### config.mk
export PLATFORM = sky130hd
export DESIGN_NAME = windowed_boiler_thermostat_flat
export DESIGN_NICKNAME = d
export VERILOG_FILES = /design/src/sv/wbt_pkg.sv /design/src/sv/wbt_if.sv /design/src/sv/windowed_boiler_thermostat.sv /design/src/sv/wbt_eval.sv /design/src/flat_wrapper.sv
export SDC_FILE = /design/constraint.sdc
export NUM_CORES = 1
export LEC_CHECK = 0
export ABC_CLOCK_PERIOD_IN_PS = 6900
export BUFFER_PORTS_ARGS = -buffer_cell sky130_fd_sc_hd__buf_2
export CAP_MARGIN = 20
export CORE_MARGIN = 8
export CORE_UTILIZATION = 55
export CTS_BUF_LIST = sky130_fd_sc_hd__clkbuf_4
export CTS_CLUSTER_SIZE = 30
export DETAILED_ROUTE_END_ITERATION = 7
export GPL_ROUTABILITY_DRIVEN = 0
export PLACE_DENSITY = 0.76
export SYNTH_ARGS = -nofsm -noshare
export SYNTH_HDL_FRONTEND = slang
export SYNTH_SLANG_ARGS = --single-unit
export TNS_END_PERCENT = 50
### constraint.sdc
create_clock -name clk -period 6.9 [get_ports clk]
set_input_delay 1.38 -clock clk [delete_from_list [all_inputs] [get_ports clk]]
set_output_delay 1.38 -clock clk [all_outputs]
set_load 0.02 [all_outputs]
### src/sv/wbt_pkg.sv
`timescale 1ns / 1ps
`default_nettype none
// Shared types, widths, register codes and constants for the windowed boiler thermostat.
// Has no dependencies. The interfaces, the evaluation logic, the top level and the checker use it.

package wbt_pkg;

	localparam int unsigned MINUTE_W = 11;
	localparam int unsigned TIME_W   = 32;
	localparam int unsigned TEMP_W   = 12;
	localparam int unsigned SP_W     = 11;
	localparam int unsigned HYST_W   = 8;
	localparam int unsigned SRC_W    = 2;
	localparam int unsigned WIN_W    = 2;
	localparam int unsigned PADDR_W  = 5;
	localparam int unsigned PDATA_W  = 32;

	// Minimum time the relay stays on after the last demand, in milliseconds.
	localparam logic [TIME_W-1:0] MIN_HOLD_MS = 32'd10000;

	localparam logic [SP_W-1:0]   SETPOINT_RST = 11'd800;
	localparam logic [HYST_W-1:0] HYST_RST     = 8'd32;

	typedef enum logic [2:0] {
		REG_NIGHT_START    = 3'd0,
		REG_NIGHT_END      = 3'd1,
		REG_DAY_START      = 3'd2,
		REG_DAY_END        = 3'd3,
		REG_DAY_SETPOINT   = 3'd4,
		REG_NIGHT_SETPOINT = 3'd5,
		REG_BOILER_SOURCES = 3'd6,
		REG_HYSTERESIS     = 3'd7
	} reg_idx_t;

	typedef enum logic [WIN_W-1:0] {
		WIN_NONE  = 2'd0,
		WIN_NIGHT = 2'd1,
		WIN_DAY   = 2'd2
	} win_t;

	typedef struct packed {
		logic [MINUTE_W-1:0] night_start;
		logic [MINUTE_W-1:0] night_end;
		logic [MINUTE_W-1:0] day_start;
		logic [MINUTE_W-1:0] day_end;
		logic [SP_W-1:0]     day_setpoint;
		logic [SP_W-1:0]     night_setpoint;
		logic [SRC_W-1:0]    boiler_sources;
		logic [HYST_W-1:0]   hysteresis;
	} cfg_t;

	typedef struct packed {
		logic              relay;
		logic [TIME_W-1:0] last_demand_ms;
	} state_t;

	typedef struct packed {
		logic            relay_on;
		win_t            active_window;
		logic [SP_W-1:0] active_setpoint;
		logic            heat_demand;
	} result_t;

endpackage

`default_nettype wire

### src/sv/wbt_if.sv
`timescale 1ns / 1ps
`default_nettype none
// Valid/ready channel interfaces for tick requests and thermostat results.
// Depends on wbt_pkg for the field widths.

interface wbt_tick_if;
	logic                              valid;
	logic                              ready;
	logic [wbt_pkg::MINUTE_W-1:0]      minute_of_day;
	logic [wbt_pkg::TIME_W-1:0]        now_ms;
	logic signed [wbt_pkg::TEMP_W-1:0] tank_temp;

	modport source (output valid, minute_of_day, now_ms, tank_temp, input ready);
	modport sink   (input valid, minute_of_day, now_ms, tank_temp, output ready);
endinterface

interface wbt_result_if;
	logic                      valid;
	logic                      ready;
	logic                      relay_on;
	logic [wbt_pkg::WIN_W-1:0] active_window;
	logic [wbt_pkg::SP_W-1:0]  active_setpoint;
	logic                      heat_demand;

	modport source (output valid, relay_on, active_window, active_setpoint, heat_demand,
		input ready);
	modport sink   (input valid, relay_on, active_window, active_setpoint, heat_demand,
		output ready);
endinterface

`default_nettype wire

### src/sv/windowed_boiler_thermostat.sv
`timescale 1ns / 1ps
`default_nettype none
// Windowed boiler thermostat: one result per tick request, at most one request per cycle.
// A request is first captured in the tick register, and its result is then loaded into the
// result register that drives the output.
// Throughput: one request per cycle while results are taken; the relay state is updated in the
// same edge that loads the result register, so the next tick sees it at once.
// Reset (arst_n low, asynchronous) clears both registers' valid flags, turns the relay off,
// clears the last demand time and restores every configuration register to its reset value.

module windowed_boiler_thermostat #(
	parameter logic [wbt_pkg::TIME_W-1:0] MIN_HOLD_MS = wbt_pkg::MIN_HOLD_MS
) (
	input  wire logic                          clk,
	input  wire logic                          arst_n,
	wbt_tick_if.sink                           tick,
	wbt_result_if.source                       result,
	input  wire logic                          psel,
	input  wire logic                          penable,
	input  wire logic                          pwrite,
	input  wire logic [wbt_pkg::PADDR_W-1:0]   paddr,
	input  wire logic [wbt_pkg::PDATA_W-1:0]   pwdata,
	output logic      [wbt_pkg::PDATA_W-1:0]   prdata,
	output logic                               pready
);

	// ------------------------------------------------------------------
	// Configuration registers. The port never stalls, so a write lands at
	// the edge that completes its access phase. Registers sit at byte
	// address four times their index; the low two address bits are ignored.
	// ------------------------------------------------------------------
	wbt_pkg::cfg_t     cfg_q;
	wbt_pkg::reg_idx_t reg_idx;
	logic              cfg_wr;

	assign pready  = 1'b1;
	assign reg_idx = wbt_pkg::reg_idx_t'(paddr[wbt_pkg::PADDR_W-1:2]);
	assign cfg_wr  = psel && penable && pwrite && pready;

	always_ff @(posedge clk or negedge arst_n) begin
		if (!arst_n) begin
			cfg_q.night_start    <= '0;
			cfg_q.night_end      <= '0;
			cfg_q.day_start      <= '0;
			cfg_q.day_end        <= '0;
			cfg_q.day_setpoint   <= wbt_pkg::SETPOINT_RST;
			cfg_q.night_setpoint <= wbt_pkg::SETPOINT_RST;
			cfg_q.boiler_sources <= '0;
			cfg_q.hysteresis     <= wbt_pkg::HYST_RST;
		end else if (cfg_wr) begin
			unique case (reg_idx)
				wbt_pkg::REG_NIGHT_START:    cfg_q.night_start    <= pwdata[wbt_pkg::MINUTE_W-1:0];
				wbt_pkg::REG_NIGHT_END:      cfg_q.night_end      <= pwdata[wbt_pkg::MINUTE_W-1:0];
				wbt_pkg::REG_DAY_START:      cfg_q.day_start      <= pwdata[wbt_pkg::MINUTE_W-1:0];
				wbt_pkg::REG_DAY_END:        cfg_q.day_end        <= pwdata[wbt_pkg::MINUTE_W-1:0];
				wbt_pkg::REG_DAY_SETPOINT:   cfg_q.day_setpoint   <= pwdata[wbt_pkg::SP_W-1:0];
				wbt_pkg::REG_NIGHT_SETPOINT: cfg_q.night_setpoint <= pwdata[wbt_pkg::SP_W-1:0];
				wbt_pkg::REG_BOILER_SOURCES: cfg_q.boiler_sources <= pwdata[wbt_pkg::SRC_W-1:0];
				wbt_pkg::REG_HYSTERESIS:     cfg_q.hysteresis     <= pwdata[wbt_pkg::HYST_W-1:0];
				default: ;
			endcase
		end
	end

	// Reads are zero-extended to the data width.
	always_comb begin
		unique case (reg_idx)
			wbt_pkg::REG_NIGHT_START:    prdata = wbt_pkg::PDATA_W'(cfg_q.night_start);
			wbt_pkg::REG_NIGHT_END:      prdata = wbt_pkg::PDATA_W'(cfg_q.night_end);
			wbt_pkg::REG_DAY_START:      prdata = wbt_pkg::PDATA_W'(cfg_q.day_start);
			wbt_pkg::REG_DAY_END:        prdata = wbt_pkg::PDATA_W'(cfg_q.day_end);
			wbt_pkg::REG_DAY_SETPOINT:   prdata = wbt_pkg::PDATA_W'(cfg_q.day_setpoint);
			wbt_pkg::REG_NIGHT_SETPOINT: prdata = wbt_pkg::PDATA_W'(cfg_q.night_setpoint);
			wbt_pkg::REG_BOILER_SOURCES: prdata = wbt_pkg::PDATA_W'(cfg_q.boiler_sources);
			wbt_pkg::REG_HYSTERESIS:     prdata = wbt_pkg::PDATA_W'(cfg_q.hysteresis);
			default:                     prdata = '0;
		endcase
	end

	// ------------------------------------------------------------------
	// Tick register. It moves on whenever the result register is empty or
	// being emptied, and it accepts a new request in that same cycle, so
	// ticks flow one per cycle and stall only when results back up.
	// ------------------------------------------------------------------
	logic                              valid_s1;
	logic [wbt_pkg::MINUTE_W-1:0]      minute_s1;
	logic [wbt_pkg::TIME_W-1:0]        now_s1;
	logic signed [wbt_pkg::TEMP_W-1:0] temp_s1;
	logic                              out_valid_q;
	logic                              advance;
	logic                              tick_take;

	assign advance    = valid_s1 && (!out_valid_q || result.ready);
	assign tick.ready = !valid_s1 || advance;
	assign tick_take  = tick.valid && tick.ready;

	always_ff @(posedge clk or negedge arst_n) begin
		if (!arst_n) begin
			valid_s1 <= 1'b0;
		end else if (tick.ready) begin
			valid_s1 <= tick.valid;
		end
	end

	always_ff @(posedge clk) begin
		if (tick_take) begin
			minute_s1 <= tick.minute_of_day;
			now_s1    <= tick.now_ms;
			temp_s1   <= tick.tank_temp;
		end
	end

	// ------------------------------------------------------------------
	// Evaluation and controller state. The relay and the last demand time
	// change only when a tick leaves the tick register, so each tick sees
	// exactly what its predecessor left behind.
	// ------------------------------------------------------------------
	wbt_pkg::state_t  state_q;
	wbt_pkg::state_t  state_nxt;
	wbt_pkg::result_t res_nxt;
	wbt_pkg::result_t res_q;

	wbt_eval #(
		.MIN_HOLD_MS (MIN_HOLD_MS)
	) u_eval (
		.minute_of_day (minute_s1),
		.now_ms        (now_s1),
		.tank_temp     (temp_s1),
		.cfg           (cfg_q),
		.state_cur     (state_q),
		.state_nxt     (state_nxt),
		.res           (res_nxt)
	);

	always_ff @(posedge clk or negedge arst_n) begin
		if (!arst_n) begin
			state_q.relay          <= 1'b0;
			state_q.last_demand_ms <= '0;
		end else if (advance) begin
			state_q <= state_nxt;
		end
	end

	// ------------------------------------------------------------------
	// Result register. It holds a finished result while the consumer
	// stalls; the tick register behind it keeps the next request.
	// ------------------------------------------------------------------
	always_ff @(posedge clk or negedge arst_n) begin
		if (!arst_n) begin
			out_valid_q <= 1'b0;
		end else if (advance) begin
			out_valid_q <= 1'b1;
		end else if (result.ready) begin
			out_valid_q <= 1'b0;
		end
	end

	always_ff @(posedge clk) begin
		if (advance) begin
			res_q <= res_nxt;
		end
	end

	assign result.valid           = out_valid_q;
	assign result.relay_on        = res_q.relay_on;
	assign result.active_window   = res_q.active_window;
	assign result.active_setpoint = res_q.active_setpoint;
	assign result.heat_demand     = res_q.heat_demand;

endmodule

`default_nettype wire

### src/sv/wbt_eval.sv
`timescale 1ns / 1ps
`default_nettype none
// Combinational evaluation of one tick: window test, setpoint choice, hysteresis and hold.
// Depends on wbt_pkg.

module wbt_eval #(
	parameter logic [wbt_pkg::TIME_W-1:0] MIN_HOLD_MS = wbt_pkg::MIN_HOLD_MS
) (
	input  wire logic [wbt_pkg::MINUTE_W-1:0]      minute_of_day,
	input  wire logic [wbt_pkg::TIME_W-1:0]        now_ms,
	input  wire logic signed [wbt_pkg::TEMP_W-1:0] tank_temp,
	input  wire wbt_pkg::cfg_t                     cfg,
	input  wire wbt_pkg::state_t                   state_cur,
	output wbt_pkg::state_t                        state_nxt,
	output wbt_pkg::result_t                       res
);

	localparam int unsigned CMP_W = wbt_pkg::TEMP_W + 2;

	// A window with start after end wraps past midnight; equal bounds give an empty window.
	function automatic logic in_window(
		input logic [wbt_pkg::MINUTE_W-1:0] t,
		input logic [wbt_pkg::MINUTE_W-1:0] lo,
		input logic [wbt_pkg::MINUTE_W-1:0] hi
	);
		if (lo <= hi) begin
			return (t >= lo) && (t < hi);
		end
		return (t >= lo) || (t < hi);
	endfunction

	logic                     night;
	logic                     day;
	logic                     boiler;
	logic                     hold_done;
	logic                     demand;
	logic [wbt_pkg::SP_W-1:0] sp;
	logic signed [CMP_W-1:0]  temp_x;
	logic signed [CMP_W-1:0]  sp_x;
	logic signed [CMP_W-1:0]  hyst_x;
	logic signed [CMP_W-1:0]  band_lo;
	logic signed [CMP_W-1:0]  band_hi;
	logic [wbt_pkg::TIME_W-1:0] since_demand;
	wbt_pkg::win_t            win;

	always_comb begin
		night = in_window(minute_of_day, cfg.night_start, cfg.night_end);
		day   = in_window(minute_of_day, cfg.day_start, cfg.day_end);

		priority if (day) begin
			win    = wbt_pkg::WIN_DAY;
			sp     = cfg.day_setpoint;
			boiler = cfg.boiler_sources[0];
		end else if (night) begin
			win    = wbt_pkg::WIN_NIGHT;
			sp     = cfg.night_setpoint;
			boiler = cfg.boiler_sources[1];
		end else begin
			win    = wbt_pkg::WIN_NONE;
			sp     = '0;
			boiler = 1'b0;
		end

		// The band edges are formed wide enough that neither can overflow.
		temp_x  = CMP_W'(tank_temp);
		sp_x    = $signed({{(CMP_W - wbt_pkg::SP_W){1'b0}}, sp});
		hyst_x  = $signed({{(CMP_W - wbt_pkg::HYST_W){1'b0}}, cfg.hysteresis});
		band_lo = sp_x - hyst_x;
		band_hi = sp_x + hyst_x;

		demand = boiler && (temp_x < band_lo);

		// Elapsed time is taken modulo 2^32, so a wrap of the millisecond counter is harmless.
		since_demand = now_ms - state_cur.last_demand_ms;
		hold_done    = since_demand >= MIN_HOLD_MS;

		state_nxt = state_cur;
		priority if (demand) begin
			state_nxt.relay          = 1'b1;
			state_nxt.last_demand_ms = now_ms;
		end else if (!boiler || (temp_x > band_hi)) begin
			if (hold_done) begin
				state_nxt.relay = 1'b0;
			end
		end else begin
			state_nxt = state_cur;
		end

		res.relay_on        = state_nxt.relay;
		res.active_window   = win;
		res.active_setpoint = sp;
		res.heat_demand     = demand;
	end

endmodule

`default_nettype wire

### src/flat_wrapper.sv
// flat-port wrapper written by rule: the top's interface ports become plain ports
module windowed_boiler_thermostat_flat 
#(
	parameter logic [wbt_pkg::TIME_W-1:0] MIN_HOLD_MS = wbt_pkg::MIN_HOLD_MS
)
  (clk, arst_n, psel, penable, pwrite, paddr, pwdata, prdata, pready, tick_valid, tick_minute_of_day, tick_now_ms, tick_tank_temp, tick_ready, result_valid, result_relay_on, result_active_window, result_active_setpoint, result_heat_demand, result_ready);
  wbt_tick_if tick_i ();
  wbt_result_if result_i ();
  input  wire logic clk;
  input  wire logic arst_n;
  input  wire logic psel;
  input  wire logic penable;
  input  wire logic pwrite;
  input  wire logic [wbt_pkg::PADDR_W-1:0] paddr;
  input  wire logic [wbt_pkg::PDATA_W-1:0] pwdata;
  output logic      [wbt_pkg::PDATA_W-1:0] prdata;
  output logic pready;
  input wire logic [$bits(tick_i.valid)-1:0] tick_valid;
  input wire logic [$bits(tick_i.minute_of_day)-1:0] tick_minute_of_day;
  input wire logic [$bits(tick_i.now_ms)-1:0] tick_now_ms;
  input wire logic [$bits(tick_i.tank_temp)-1:0] tick_tank_temp;
  output wire logic [$bits(tick_i.ready)-1:0] tick_ready;
  output wire logic [$bits(result_i.valid)-1:0] result_valid;
  output wire logic [$bits(result_i.relay_on)-1:0] result_relay_on;
  output wire logic [$bits(result_i.active_window)-1:0] result_active_window;
  output wire logic [$bits(result_i.active_setpoint)-1:0] result_active_setpoint;
  output wire logic [$bits(result_i.heat_demand)-1:0] result_heat_demand;
  input wire logic [$bits(result_i.ready)-1:0] result_ready;
  assign tick_i.valid = tick_valid;
  assign tick_i.minute_of_day = tick_minute_of_day;
  assign tick_i.now_ms = tick_now_ms;
  assign tick_i.tank_temp = tick_tank_temp;
  assign tick_ready = tick_i.ready;
  assign result_valid = result_i.valid;
  assign result_relay_on = result_i.relay_on;
  assign result_active_window = result_i.active_window;
  assign result_active_setpoint = result_i.active_setpoint;
  assign result_heat_demand = result_i.heat_demand;
  assign result_i.ready = result_ready;
  windowed_boiler_thermostat #(.MIN_HOLD_MS(MIN_HOLD_MS)) u_core (.clk(clk), .arst_n(arst_n), .tick(tick_i), .result(result_i), .psel(psel), .penable(penable), .pwrite(pwrite), .paddr(paddr), .pwdata(pwdata), .prdata(prdata), .pready(pready));
endmodule
==> impl_metrics.env, run 1 <==
export IMPL_synth_top_area_share_pct=21.8
export IMPL_clk_pin_slew_ns=0.16
export IMPL_wl_met2_um=13900
export IMPL_critPathRequiredTime_ns=7.38
export IMPL_drive_gt1_share_pct=18.2
export IMPL_ant_nets=0
export IMPL_num_rows=54
export IMPL_grt_ovfl_total=0
export IMPL_final_util_pct=59.9
export IMPL_syn2layout_area_growth_pct=8.03
export IMPL_core_sq_um=21600
export IMPL_insertion_delay_ns=0.60
export IMPL_synthesis_area_sq_um=11900
export IMPL_cp_end_kind="flip-flop"
export IMPL_cp_max_fo=32
export IMPL_finalMaxSlewViolations=0
export IMPL_finalPower_mw=4.59
export IMPL_seqCellArea_sq_um=4890
export IMPL_drv_cap=0
export IMPL_cts_tree="built"
export IMPL_routed_wl_um=27400
export IMPL_fp_dieW_um=163
export IMPL_num_vias=9062
export IMPL_avgSynthCellArea_sq_um=9.96
export IMPL_grt_pass1_vias=9267
export IMPL_fmax_mhz=158
export IMPL_tns_ns=0
export IMPL_run_status="finished, final reports clean"
export IMPL_instances_no_fill=1580
export IMPL_drc=0
export IMPL_critPathLaunchType="flip-flop"
export IMPL_die_h_um=163
export IMPL_p_per_area_nw_per_um2=356
export IMPL_multiInputGateArea_sq_um=6370
export IMPL_dr_pass1_iters=5
export IMPL_finalHoldViolCount=0
export IMPL_ios=149
export IMPL_period_share_pct=91.9
export IMPL_highest_layer="met4"
export IMPL_rsz0062_at_grt="no"
export IMPL_antenna_found_initial=1
export IMPL_async_flop_share_pct=61.3
export IMPL_cts_sinks=181
export IMPL_synth_edf_count=70
export IMPL_finish_net_count=1522
export IMPL_hold_class="flip-flop to flip-flop"
export IMPL_arrival_ns=6.82
export IMPL_yosysMostFrequentCell="ha_1"
export IMPL_ys_types=75
export IMPL_synth_area_leader_cell="dfrtp_1"
export IMPL_numCtsBuffers=17
export IMPL_die_area_sq_um=26700
export IMPL_place_area_sq_um=12600
export IMPL_synth_seq_cells=181
export IMPL_grt_max_degree=70
export IMPL_leakagePower_nw=5.86
export IMPL_ir_worst_vdd_mv=0.159
export IMPL_clock_skew_ns=0.0268
export IMPL_netlist_top_cells_count="ha_1, inv_1, dfrtp_1"
export IMPL_track_usage_pct=21.0
export IMPL_grt_pass1_wl_um=45000
export IMPL_synth_area_top_cells="dfrtp_1, edfxtp_1, ha_1"
export IMPL_netlist_instances=1200
export IMPL_final_area_sq_um=12900
export IMPL_setup_viol=0
export IMPL_synthFlopType="dfrtp_1"
export IMPL_period_minus_slack_ns=6.34
export IMPL_fillerInstances=1839
export IMPL_yosys_warnings=0
export IMPL_viasPerCell=5.74
export IMPL_cts_root_buffer="clkbuf_4"
export IMPL_critPathKind="flip-flop to flip-flop"
export IMPL_worst_pin_slew_ns=0.972
export IMPL_place_hpwl_um=21200
export IMPL_htree_levels=4
export IMPL_post_cts_buffers=0
export IMPL_avgRoutedWirePerCell_um=17.3
export IMPL_wl_met1_um=11400
export IMPL_numPortBuffers=103
export IMPL_place_inst=1544
export IMPL_relSlewSlack_pct=35.0
export IMPL_drt_iter0_drc=414
export IMPL_start_util_pct=55.4
export IMPL_wl_met3_um=1420
export IMPL_cts_buffer_depth=2
export IMPL_yosysSeqAreaShare_pct=40.9
[power breakdown]
part / switching [mW] / internal [mW] / total [mW]
Sequential: 0.155 / 1.38 / 1.54
Combinational: 1.42 / 1.08 / 2.49
Clock: 0.401 / 0.158 / 0.559
[cells in the final DEF (no fill, tap or decap), drive strengths merged, types with 4 or more instances in the layout]
cell type  Yosys  final
a31oi          9      9
nor2          58     58
nor4           5      5
o21ai        102    102
o31ai          7      7
nand2         97     97
o21a          10     10
dfstp          7      7
clkinvlp       0      4
o21bai        11     11
a21oi         72     72
buf           30    113
mux2i         15     15
xor2           8      8
conb           2     22
and3           4      4
inv          114    121
and4           4      4
nand2b        12     12
mux2          67     67
nor3          13     13
ha           135    135
edfxtp        70     70
and2           6      6
xnor2         24     24
clkbuf        37     18
a21o          21     21
o22ai          4      4
nand4         17     17
nand3         22     22
o211ai        14     14
a22o           9      9
or3            9      9
a221oi        10     10
a211oi        10     10
nor2b         14     14
dfrtp        104    104
[state kept, by name, indices dropped and copies added, names as in the netlist, 2 cells and up]
signal and flops:
u_core.minute_s1 11, u_core.cfg_q 76, u_core.result.active_window 2, u_core.now_s1 32
u_core.state_q 33, u_core.temp_s1 12, u_core.result.active_setpoint 11
[critical path: stages (launching register included)]
cell and delay [ns]:
dfrtp_1 0.41, inv_1 0.14, ha_1 0.27, and3_1 0.19, a221o_1 0.34, a2111o_1 0.39, o21ai_0 0.11, maj3_2 0.43
nor2_2 0.10, a22o_1 0.26, ha_1 0.30, o21bai_1 0.09, a21oi_2 0.18, o21bai_1 0.10, a21oi_2 0.19, o21bai_1 0.10
a21oi_2 0.18, nor2_1 0.05, or3_1 0.33, or3b_1 0.38, ha_1 0.32, nor4b_2 0.19, nand2_1 0.08, o21ai_1 0.17
and2_1 0.15, and2_1 0.17, buf_12 0.22, mux2_2 0.36
[cell type report]
| cell class | count | share of cell area [%] |
|---|---|---|
| clock inverter | 14 | 0.921 |
| timing repair buffer | 113 | 4.72 |
| clock buffer | 18 | 1.05 |
| multi-input combinational | 858 | 49.4 |
| tap | 280 | 2.71 |
| sequential | 181 | 37.9 |
| inverter | 114 | 3.32 |
| antenna | 2 | 0.0388 |
[routing by layer]
metal  global-route usage (%)  up-vias
met5                        0        -
met2                     37.2      227
met3                     4.46       46
li1                         -     4451
met1                     24.7     4338
met4                     7.38        0
[what timing repair did]
action,4_1_cts,5_1_grt
setup endpoints to repair,0,32
hold buffers,0,0
resized for setup,0,7
[through the flow]
step           hold WS (ns)  setup slack, ns
3_3_place_gp          0.456            0.467
2_1_floorplan         0.449            0.753
5_1_grt               0.532           0.0367
4_1_cts               0.509            0.222
6_report              0.503            0.562
3_5_place_dp          0.472            0.281
[cell families after synthesis]
family,share of synthesized area (%)
AOI/OAI and AO/OA,16.5
xor gates and xnor gates,2.35
adders and majority gates,14.8
buffers and inverters,6.64
DFF,40.9
muxes,7.76
other,0.0629
and+or+nand+nor,11.0
[final timing paths]
check / from / depth (start not counted) / end / slack (ns)
max reg2reg: u_core.cfg_q[59] / 27 / u_core.state_q[15] / 0.56
max: u_core.cfg_q[59] / 27 / u_core.state_q[15] / 0.56
min: u_core.state_q[23] / 1 / u_core.state_q[23] / 0.50
max in group asynchronous: arst_n / 2 / u_core.cfg_q[5] / 4.86
min in group asynchronous: arst_n / 1 / u_core.state_q[0] / 0.90
min reg2reg: u_core.state_q[23] / 1 / u_core.state_q[23] / 0.50
(Power assumes the default switching activity.)
==> run 2: changes to the inputs <==
- ABC_CLOCK_PERIOD_IN_PS: 6900 -> 7960
- PLACE_DENSITY: 0.76 -> 0.78
- clock period: 6.9 -> 7.96 ns (I/O delays scaled with it)
==> run 2 against run 1 <==
Sequential share of layout area shrank 0.092 points. Worst setup slack gained 0.0020 ns. Combinational power shrank 13%. Clock power grew 2%. Count of clock-buffer cells in the layout is the same. Critical path type unchanged.
==> impl_metrics.env, run 2 (same netlist as run 1, synthesis figures left out) <==
export IMPL_relSlewSlack_pct=39.4
export IMPL_grt_max_degree=80
export IMPL_seqCellArea_sq_um=4890
export IMPL_htree_levels=4
export IMPL_core_sq_um=21600
export IMPL_worst_pin_slew_ns=0.905
export IMPL_numCtsBuffers=17
export IMPL_rsz0062_at_grt="no"
export IMPL_finalPower_mw=4.07
export IMPL_finalHoldViolCount=0
export IMPL_cts_root_buffer="clkbuf_4"
export IMPL_layout_common_cells="ha_1, inv_1, dfrtp_1, buf_2, o21ai_0"
export IMPL_grt_pass1_wl_um=47100
export IMPL_cp_startpoint="u_core.minute_s1[2]"
export IMPL_cts_hold_fix_buffers=0
export IMPL_period_share_pct=92.9
export IMPL_die_h_um=163
export IMPL_critPathRequiredTime_ns=8.42
export IMPL_fillerInstances=1843
export IMPL_ff2ff_path_depth=26
export IMPL_tns_ns=0
export IMPL_ios=149
export IMPL_crit_top_cell="a21oi_1"
export IMPL_grt_ovfl_total=0
export IMPL_clock_skew_ns=0.0302
export IMPL_arrival_ns=7.86
export IMPL_layout_commonest_cell="ha_1"
export IMPL_grt_pass1_vias=9425
export IMPL_run_status="finished, final reports clean"
export IMPL_worst_path_largest_cell_delay_ns=0.58
export IMPL_r2r_start="u_core.minute_s1[2]"
export IMPL_fmax_mhz=135
export IMPL_ant_nets=0
export IMPL_ctsResizeCount=0
export IMPL_dr_pass1_iters=7
export IMPL_multiInputGateArea_sq_um=6350
export IMPL_critical_path_slowest_cell="nor2_1"
export IMPL_syn2layout_area_growth_pct=8.29
export IMPL_clk_pin_slew_ns=0.16
export IMPL_numPortBuffers=103
export IMPL_viasPerCell=5.89
export IMPL_period_minus_slack_ns=7.40
export IMPL_p_per_area_nw_per_um2=314
export IMPL_top_register="u_core.cfg_q"
export IMPL_finish_net_count=1521
export IMPL_largestRegisters="u_core.cfg_q: 76 flops, u_core.state_q: 33 flops, u_core.now_s1: 32 flops"
export IMPL_crit_cells=26
export IMPL_drive_gt1_share_pct=17.7
export IMPL_start_util_pct=55.4
export IMPL_cts_sinks=181
export IMPL_num_rows=54
export IMPL_die_area_sq_um=26700
export IMPL_cts_tree="built"
export IMPL_critPathKind="flip-flop to flip-flop"
export IMPL_num_vias=9302
export IMPL_cp_end_kind="flip-flop"
export IMPL_leakagePower_nw=5.90
export IMPL_hold_slack_ns=0.508
export IMPL_drc=0
export IMPL_cp_max_fo=32
export IMPL_hold_class="flip-flop to flip-flop"
export IMPL_r2r_end="u_core.state_q[0]"
export IMPL_fp_dieW_um=163
export IMPL_crit_family="compound AO/OA/AOI/OAI gates"
export IMPL_place_area_sq_um=12600
export IMPL_rrSetupSlack_ns=0.56
export IMPL_routed_wl_um=29200
export IMPL_setup_viol=0
export IMPL_critPathLaunchType="flip-flop"
export IMPL_insertion_delay_ns=0.58
export IMPL_drt_iter0_drc=581
export IMPL_ir_worst_vdd_mv=0.128
export IMPL_post_cts_buffers=0
export IMPL_cp_num_buf_inv=1
export IMPL_cp_endpoint="u_core.state_q[0]"
export IMPL_place_hpwl_um=22100
export IMPL_track_usage_pct=22.0
export IMPL_final_area_sq_um=12900
export IMPL_final_util_pct=60.0
export IMPL_cts_buffer_depth=2
export IMPL_finalMaxSlewViolations=0
export IMPL_drv_cap=0
export IMPL_avgRoutedWirePerCell_um=18.5
export IMPL_largest_reg_flops=76
export IMPL_antenna_found_initial=3
[run 2: cell types whose count changed in the layout (fill, tap and decap cells not counted), sizes merged]
cell,delta
bufinv,+3
clkinv,-1
inv,+2
buf,-2
clkinvlp,-4
clkbuf,+1
[run 2: cell type report]
type                            count  share of cell area [%]
Clock buffer                       18                    1.04
Multi-Input combinational cell    858                    49.1
Tap cell                          280                    2.71
Timing Repair Buffer              112                    4.73
Inverter                          114                    3.31
Sequential cell                   181                    37.8
Antenna cell                        2                  0.0387
Clock inverter                     14                    1.33
[run 2: power by group]
part,internal [mW],switching (mW)
Combinational,0.921,1.24
Sequential,1.20,0.139
Clock,0.228,0.343
[run 2: metal layers]
layer	routed length (um)	global-route usage [%]	vias up
met3	1560	4.41	62
met2	14800	38.4	287
met4	896	8.88	2
met1	11900	26.0	4515
li1	-	-	4436
met5	13	0	-
[run 2: worst min path at each step]
stage | end | depth (start not counted) | slack [ns] | start
after global placement | u_core.result.valid | 1 | 0.46 | u_core.valid_s1
after CTS | u_core.state_q[23] | 1 | 0.51 | u_core.state_q[23]
after floorplan | u_core.result.valid | 1 | 0.45 | u_core.valid_s1
after global routing | u_core.state_q[27] | 1 | 0.53 | u_core.state_q[27]
final | u_core.state_q[27] | 1 | 0.51 | u_core.state_q[27]
after detailed placement | u_core.state_q[23] | 1 | 0.48 | u_core.state_q[23]
[run 2: per-stage QoR]
step,std cells,setup slack [ns]
floorplan,1220,1.81
global placement,1541,0.862
detailed placement,1541,0.740
CTS,1573,0.620
global route,1579,0.0450
finish,1579,0.564
[run 2: worst register-to-register path: stages, from the launching register on]
cell and delay [ns]:
edfxtp_1 0.49, ha_1 0.35, a21oi_1 0.12, o21ai_0 0.21
a21oi_1 0.19, o21ai_0 0.11, a221o_1 0.33, maj3_2 0.51
nor2_1 0.59, a22o_1 0.28, ha_1 0.31, a21oi_1 0.30
o21bai_1 0.10, a21oi_1 0.23, o21bai_1 0.10, a21oi_1 0.23
nor2_1 0.06, or3_1 0.35, or3b_1 0.38, ha_1 0.33
nor4b_1 0.28, nand2_1 0.09, o21ai_0 0.23, and2_1 0.18
and2_1 0.12, buf_4 0.39, mux2_2 0.42
